--- config.mk ---
export PLATFORM = sky130hd
export DESIGN_NAME = sst_ctrl
export DESIGN_NICKNAME = d
export VERILOG_FILES = /design/src/rtl/sst_pkg.sv /design/src/rtl/sst_ctrl.sv
export VERILOG_INCLUDE_DIRS = /design/src /design/src/rtl
export SDC_FILE = /design/constraint.sdc
export NUM_CORES = 1
export LEC_CHECK = 0
export ABC_AREA = 1
export BUFFER_PORTS_ARGS = -buffer_cell sky130_fd_sc_hd__buf_2
export CORE_MARGIN = 2
export CORE_UTILIZATION = 35
export DETAILED_ROUTE_END_ITERATION = 10
export PLACE_DENSITY = 0.55
export REMOVE_ABC_BUFFERS = 1
export SYNTH_ARGS = -nofsm -noshare
export SYNTH_HDL_FRONTEND = slang
export SYNTH_SLANG_ARGS = --single-unit
--- constraint.sdc ---
create_clock -name clock -period 3.5 [get_ports clock]
set_input_delay 0.175 -clock clock [delete_from_list [all_inputs] [get_ports clock]]
set_output_delay 0.175 -clock clock [all_outputs]
set_load 0.05 [all_outputs]
--- src/rtl/assert_macros.svh ---
// Assertion helpers used by sst_ctrl.
`ifndef ASSERT_MACROS_SVH
`define ASSERT_MACROS_SVH

// Same-cycle implication, disabled while reset is high
`define SST_ASSERT(label, clk, rst, ante, cons) \
   label: assert property (@(posedge clk) disable iff (rst) (ante) |-> (cons)) \
      else $error("assertion failed");

// Next-cycle implication, disabled while reset is high
`define SST_ASSERT_NEXT(label, clk, rst, ante, cons) \
   label: assert property (@(posedge clk) disable iff (rst) (ante) |=> (cons)) \
      else $error("assertion failed");

`endif

--- src/rtl/sst_pkg.sv ---
`timescale 1ns / 1ps

package sst_pkg;

   localparam int IDX_W       = 11;
   localparam int AMT_W       = 32;
   localparam int SUM_W       = 32;
   localparam int REQ_TDATA_W = 56;

   // func codes
   localparam logic FUNC_ADD   = 1'b0;
   localparam logic FUNC_QUERY = 1'b1;

   // one input word, unpacked
   typedef struct packed {
      logic                    func;
      logic [IDX_W-1:0]        first_index;
      logic [IDX_W-1:0]        end_index;
      logic signed [AMT_W-1:0] amount;
   } item_type;

   // finished query result offered to the output register
   typedef struct packed {
      logic                    valid;
      logic signed [SUM_W-1:0] sum;
   } result_type;

endpackage

--- src/rtl/sst_ctrl.sv ---
`timescale 1ns / 1ps
`include "assert_macros.svh"

module sst_ctrl #(
   parameter int LEAVES = 1024
) (
   input  logic                   clock,
   input  logic                   reset,
   input  logic                   start,
   input  sst_pkg::item_type      item,
   output logic                   ready,
   input  logic                   out_free,
   output sst_pkg::result_type    res,
   output logic                   mem_we,
   output logic [$clog2(LEAVES):0] mem_waddr,
   output logic [sst_pkg::SUM_W-1:0] mem_wdata,
   output logic [$clog2(LEAVES):0] mem_raddr,
   input  logic [sst_pkg::SUM_W-1:0] mem_rdata
);

   localparam int NW = $clog2(LEAVES) + 1;   // node address bits
   localparam int HW = NW + 1;               // range bound bits, holds 2*LEAVES
   localparam logic [31:0] LEAVES32 = 32'(LEAVES);

   typedef enum logic [6:0] {
      S_CLEAR    = 7'b0000001,
      S_IDLE     = 7'b0000010,
      S_UPD_LEAF = 7'b0000100,
      S_UPD_PAR  = 7'b0001000,
      S_QRY_LO   = 7'b0010000,
      S_QRY_HI   = 7'b0100000,
      S_QRY_OUT  = 7'b1000000
   } state_type;

   state_type state_ff, state_in;
   logic [NW-1:0] clr_ff, clr_in;
   logic [NW-1:0] node_ff, node_in;
   logic [HW-1:0] lo_ff, lo_in;
   logic [HW-1:0] hi_ff, hi_in;
   logic          pend_ff, pend_in;
   logic [sst_pkg::SUM_W-1:0] acc_ff, acc_in;
   logic [sst_pkg::SUM_W-1:0] val_ff, val_in;
   logic [sst_pkg::AMT_W-1:0] amount_ff, amount_in;

   logic [31:0] first32, end32, hi_clip32;
   logic [NW-1:0] start_node, parent;
   logic [HW-1:0] start_lo, start_hi, hi_dec;
   logic          upd_ok, qry_empty;
   logic [sst_pkg::SUM_W-1:0] add_a, add_b, sum;

   // decode of a new item
   assign first32    = 32'(item.first_index);
   assign end32      = 32'(item.end_index);
   assign hi_clip32  = (end32 > LEAVES32) ? LEAVES32 : end32;
   assign start_node = NW'(first32 + LEAVES32);
   assign start_lo   = HW'(first32 + LEAVES32);
   assign start_hi   = HW'(hi_clip32 + LEAVES32);
   assign upd_ok     = first32 < LEAVES32;
   assign qry_empty  = first32 >= hi_clip32;

   assign parent = node_ff >> 1;
   assign hi_dec = hi_ff - HW'(1);

   // the shared adder
   always_comb begin
      add_a = acc_ff;
      add_b = mem_rdata;
      if (state_ff == S_UPD_LEAF) begin
         add_a = mem_rdata;
         add_b = amount_ff;
      end else if (state_ff == S_UPD_PAR) begin
         add_a = val_ff;
      end
   end
   assign sum = add_a + add_b;

   // sequencer
   always_comb begin
      state_in  = state_ff;
      clr_in    = clr_ff;
      node_in   = node_ff;
      lo_in     = lo_ff;
      hi_in     = hi_ff;
      pend_in   = 1'b0;
      val_in    = val_ff;
      amount_in = amount_ff;
      acc_in    = pend_ff ? sum : acc_ff;
      mem_we    = 1'b0;
      mem_waddr = node_ff;
      mem_wdata = sum;
      mem_raddr = start_node;
      res.valid = 1'b0;
      res.sum   = acc_ff;

      unique case (state_ff)
         S_CLEAR: begin
            mem_we    = 1'b1;
            mem_waddr = clr_ff;
            mem_wdata = '0;
            clr_in    = clr_ff + NW'(1);
            if (clr_ff == '1) begin
               state_in = S_IDLE;
            end
         end
         S_IDLE: begin
            if (start) begin
               if (item.func == sst_pkg::FUNC_QUERY) begin
                  acc_in = '0;
                  lo_in  = start_lo;
                  hi_in  = start_hi;
                  state_in = qry_empty ? S_QRY_OUT : S_QRY_LO;
               end else if (upd_ok) begin
                  node_in   = start_node;
                  amount_in = item.amount;
                  state_in  = S_UPD_LEAF;
               end
            end
         end
         S_UPD_LEAF: begin
            // leaf plus amount; fetch the sibling
            mem_we    = 1'b1;
            mem_waddr = node_ff;
            val_in    = sum;
            mem_raddr = node_ff ^ NW'(1);
            state_in  = S_UPD_PAR;
         end
         S_UPD_PAR: begin
            // parent = fresh child + sibling; fetch the parent's sibling
            mem_we    = 1'b1;
            mem_waddr = parent;
            val_in    = sum;
            node_in   = parent;
            mem_raddr = parent ^ NW'(1);
            if (parent == NW'(1)) begin
               state_in = S_IDLE;
            end
         end
         S_QRY_LO: begin
            if (lo_ff >= hi_ff) begin
               state_in = S_QRY_OUT;
            end else begin
               if (lo_ff[0]) begin
                  mem_raddr = lo_ff[NW-1:0];
                  pend_in   = 1'b1;
                  lo_in     = lo_ff + HW'(1);
               end
               state_in = S_QRY_HI;
            end
         end
         S_QRY_HI: begin
            if (hi_ff[0]) begin
               mem_raddr = hi_dec[NW-1:0];
               pend_in   = 1'b1;
            end
            lo_in    = lo_ff >> 1;
            hi_in    = hi_ff >> 1;
            state_in = S_QRY_LO;
         end
         S_QRY_OUT: begin
            res.valid = 1'b1;
            if (out_free) begin
               state_in = S_IDLE;
            end
         end
         default: begin
            state_in = S_IDLE;
         end
      endcase
   end

   assign ready = (state_ff == S_IDLE);

   // control registers
   always_ff @(posedge clock) begin
      if (reset) begin
         state_ff <= S_CLEAR;
         clr_ff   <= '0;
         pend_ff  <= 1'b0;
      end else begin
         state_ff <= state_in;
         clr_ff   <= clr_in;
         pend_ff  <= pend_in;
      end
   end

   // working registers
   always_ff @(posedge clock) begin
      node_ff   <= node_in;
      lo_ff     <= lo_in;
      hi_ff     <= hi_in;
      acc_ff    <= acc_in;
      val_ff    <= val_in;
      amount_ff <= amount_in;
   end

   `SST_ASSERT(a_range_ordered, clock, reset, state_ff == S_QRY_LO || state_ff == S_QRY_HI, lo_ff <= hi_ff)
   `SST_ASSERT(a_upd_below_root, clock, reset, state_ff == S_UPD_PAR, node_ff > NW'(1))
   `SST_ASSERT(a_no_pending_read, clock, reset, state_ff == S_IDLE || state_ff == S_QRY_OUT, !pend_ff)
   `SST_ASSERT_NEXT(a_clear_ends, clock, reset, state_ff == S_CLEAR && clr_ff == '1, state_ff == S_IDLE)

endmodule

==> out/metrics.cfg <==
[timing]
fin_skew_ns=0.0181
rsz0062_at_grt=yes
layout_min_cycle_time_ns=3.52
period_share_pct=101
tightest_slew_ns=0.571
setup_viol=2
fmax_ghz=0.284
fin_ws_ns=-0.0224
drv_slew=0
hold_violations=0
relSlewSlack_pct=61.9

[layout]
nets=1987
drive_above_1_share_pct=32.2
fill_cells=2996
area_growth_syn_to_layout_pct=41.1
diodes=0
utilization_pct=50.2

[critical_path]
worstPathCellList=inv_1 > nand2_2 > nor2_4 > nand2_8 > buf_16 > o21ai_1 > o21ai_0 > ha_1 > nand2_2 > inv_2 > nand2_1 > nor3_2 > nand2_2 > nand2_4 > nand2_2 > nand2_1 > nand2_1 > a21oi_2 > buf_6
cp_slowest_cell=ha_1
cp_slowest_stage_delay_ns=0.37
end_kind=output port
timing_worst_setup_path_type=reg -> out
worstPathMaxFanout=19
critPathBufInv=4
crit_top_cell=nand2_2
crit_path_start_kind=flip-flop
worstPathArrival_ns=3.35
crit_family=simple AND/OR/NAND/NOR gates
crit_required_ns=3.32

[power]
finalPower_uw=8890
powerDensity_nw_per_um2=579
power.static_leakage_uw=0.00750
irDropWorstVdd_uv=562

[floorplan]
fp.dieW_um=180
coreArea_um2=30600
start_util_pct=35.6
fp-row-count=64
die_area_um2=32500
die_y_um=180
ios=180

[logic_synthesis]
synth_common_cells=480 x nand2_1, 261 x inv_1, 130 x nor2_1
ys_async_sr_fraction_pct=0
netlist_area_um2=10900
syn_inst=1564
yosys_register_bits=150
synth_cell_types=47
ys_top_cells_by_area=edfxtp_1 27%, nand2_1 17%, dfxtp_1 9.4%
ys_seq_area_share_pct=36.7
synth.largest_area_cell=edfxtp_1
synth_edf_count=99
synth_flop_cell=edfxtp_1
synth_area_per_cell_um2=6.96
ys.warnings.count=0
synth_top_area_share_pct=27.3
synth_most_common_cell=nand2_1

[clock_network]
root_buffer=clkbuf_16
numCtsBuffers=17
clk_latency_ns=0.44
htree_levels=4
clk_pin_slew_ns=0.07
clockBufferDepth=2
cts_sinks=150
cts_tree=yes

[drt]
ant_nets=0
drc=0
postRouteWirelength_um=40000
first_iter_violations=781
wl_per_cell_um=17.8
dr.pass1.iters=5
num_vias=11400
routed_via_density=5.08

[run_status]
status=complete, but fails checks
violations=setup timing

[place]
gp_congestion=0.911
io_buffers=179
hpwlAfterDp_um=27400

[global_routing]
grt_remaining_overflow=0
grt_pass1_vias=10400
grt_max_degree=42
antenna_found_initial=0
grt_pass1_wl_um=58100
grtUsageTotal_pct=22.5

[worst_hold_path]
hp-class=in -> reg

[flow_run]
drv_cap=0

==> per-layer routing <==
metal  track usage, %  vias to the layer above  part of all wire [%]
met3             3.40                       55                   5.2
met2             34.8                      378                    45
li1                 -                     5593                     -
met1             32.7                     5396                    47
met4             6.06                        0                   2.0
met5                0                        -                     0
==> cell families (layout without fill, tap and decap cells) <==
family                   after synthesis  after routing  share of synthesized area, %
AND/OR/NAND/NOR                      750            750                          29.5
AO/OA/AOI/OAI                        269            269                          14.0
flip-flops                           150            150                          36.7
buffers and inverters                322            611                          11.8
adder cells (fa/ha/maj)               56             56                          6.51
XOR/XNOR                              17             17                          1.51
==> metrics by stage <==
stage          instances  worst slack [ns]  area [µm²]  setup TNS [ns]  hold WS, ns
6_report            2249           -0.0224       15300         -0.0352       0.0544
5_1_grt             2249            -0.168       15300           -1.75       0.0331
4_1_cts             2198           -0.0362       13900          -0.172       0.0269
3_5_place_dp        2115            0.0138       12300               0        0.353
3_3_place_gp        2115            0.0677       12300               0        0.351
2_1_floorplan       1516            -0.377       10600          -17.58        0.244
==> power by group <==
group	internal, µW	total, µW	switching [µW]
combinational	1570	4690	3130
sequential	2090	2220	131
clock	1130	1970	848
==> layout by cell type, fill, tap and decap left out, types with 32 or more instances in the layout <==
master / synthesis / routed
nand2_1: 480 / 380
nand2_2: 3 / 75
inv_1: 261 / 245
nand3_1: 71 / 53
dfxtp_1: 51 / 43
nor2_1: 130 / 103
buf_2: 23 / 156
dlygate4sd3_1: 0 / 32
o21ai_1: 10 / 37
edfxtp_1: 99 / 99
o21ai_0: 115 / 84
buf_4: 1 / 72
a21oi_1: 76 / 46
==> worst paths after layout <==
path                                  from                endpoint  slack (ns)  cells after the start
hold / removal                       reset  clr_ff[9]$_SDFFE_PP0N_        0.05                      2
hold reg to reg     clr_ff[6]$_SDFFE_PP0N_  clr_ff[7]$_SDFFE_PP0N_        0.48                      2
setup / recovery  state_ff[3]$_SDFFE_PP0P_           mem_wdata[23]       -0.02                     19
setup reg to reg  state_ff[4]$_SDFFE_PP0P_      acc_ff[13]$_DFF_P_        0.51                     20
==> cell type report <==
type | count | area (µm²) | share of cell area [%]
Inverter | 274 | 1060 | 6.90
Clock inverter | 15 | 174 | 1.13
Timing Repair Buffer | 304 | 2350 | 15.3
Timing Repair inverter | 1 | 11.3 | 0.0734
Multi-Input combinational cell | 1092 | 6820 | 44.5
Clock buffer | 17 | 425 | 2.77
Sequential cell | 150 | 4010 | 26.1
Tap cell | 396 | 495 | 3.23
==> sequential cells by signal, indices dropped and copies added (netlist names) <==
name / cells
clr_ff: 11
pend_ff: 1
state_ff: 7
lo_ff: 12
amount_ff: 32
hi_ff: 12
val_ff: 32
acc_ff: 32
node_ff: 11
==> timing repair <==
item,CTS,global route
hold buffers,32,0
gates resized for setup,149,268
buffers inserted,17,43
endpoints found under the setup margin,25,27
pin swaps,34,113
hold endpoints to repair,32,0
cloned,2,8
Note: power is estimated with default switching activity, not from simulation.
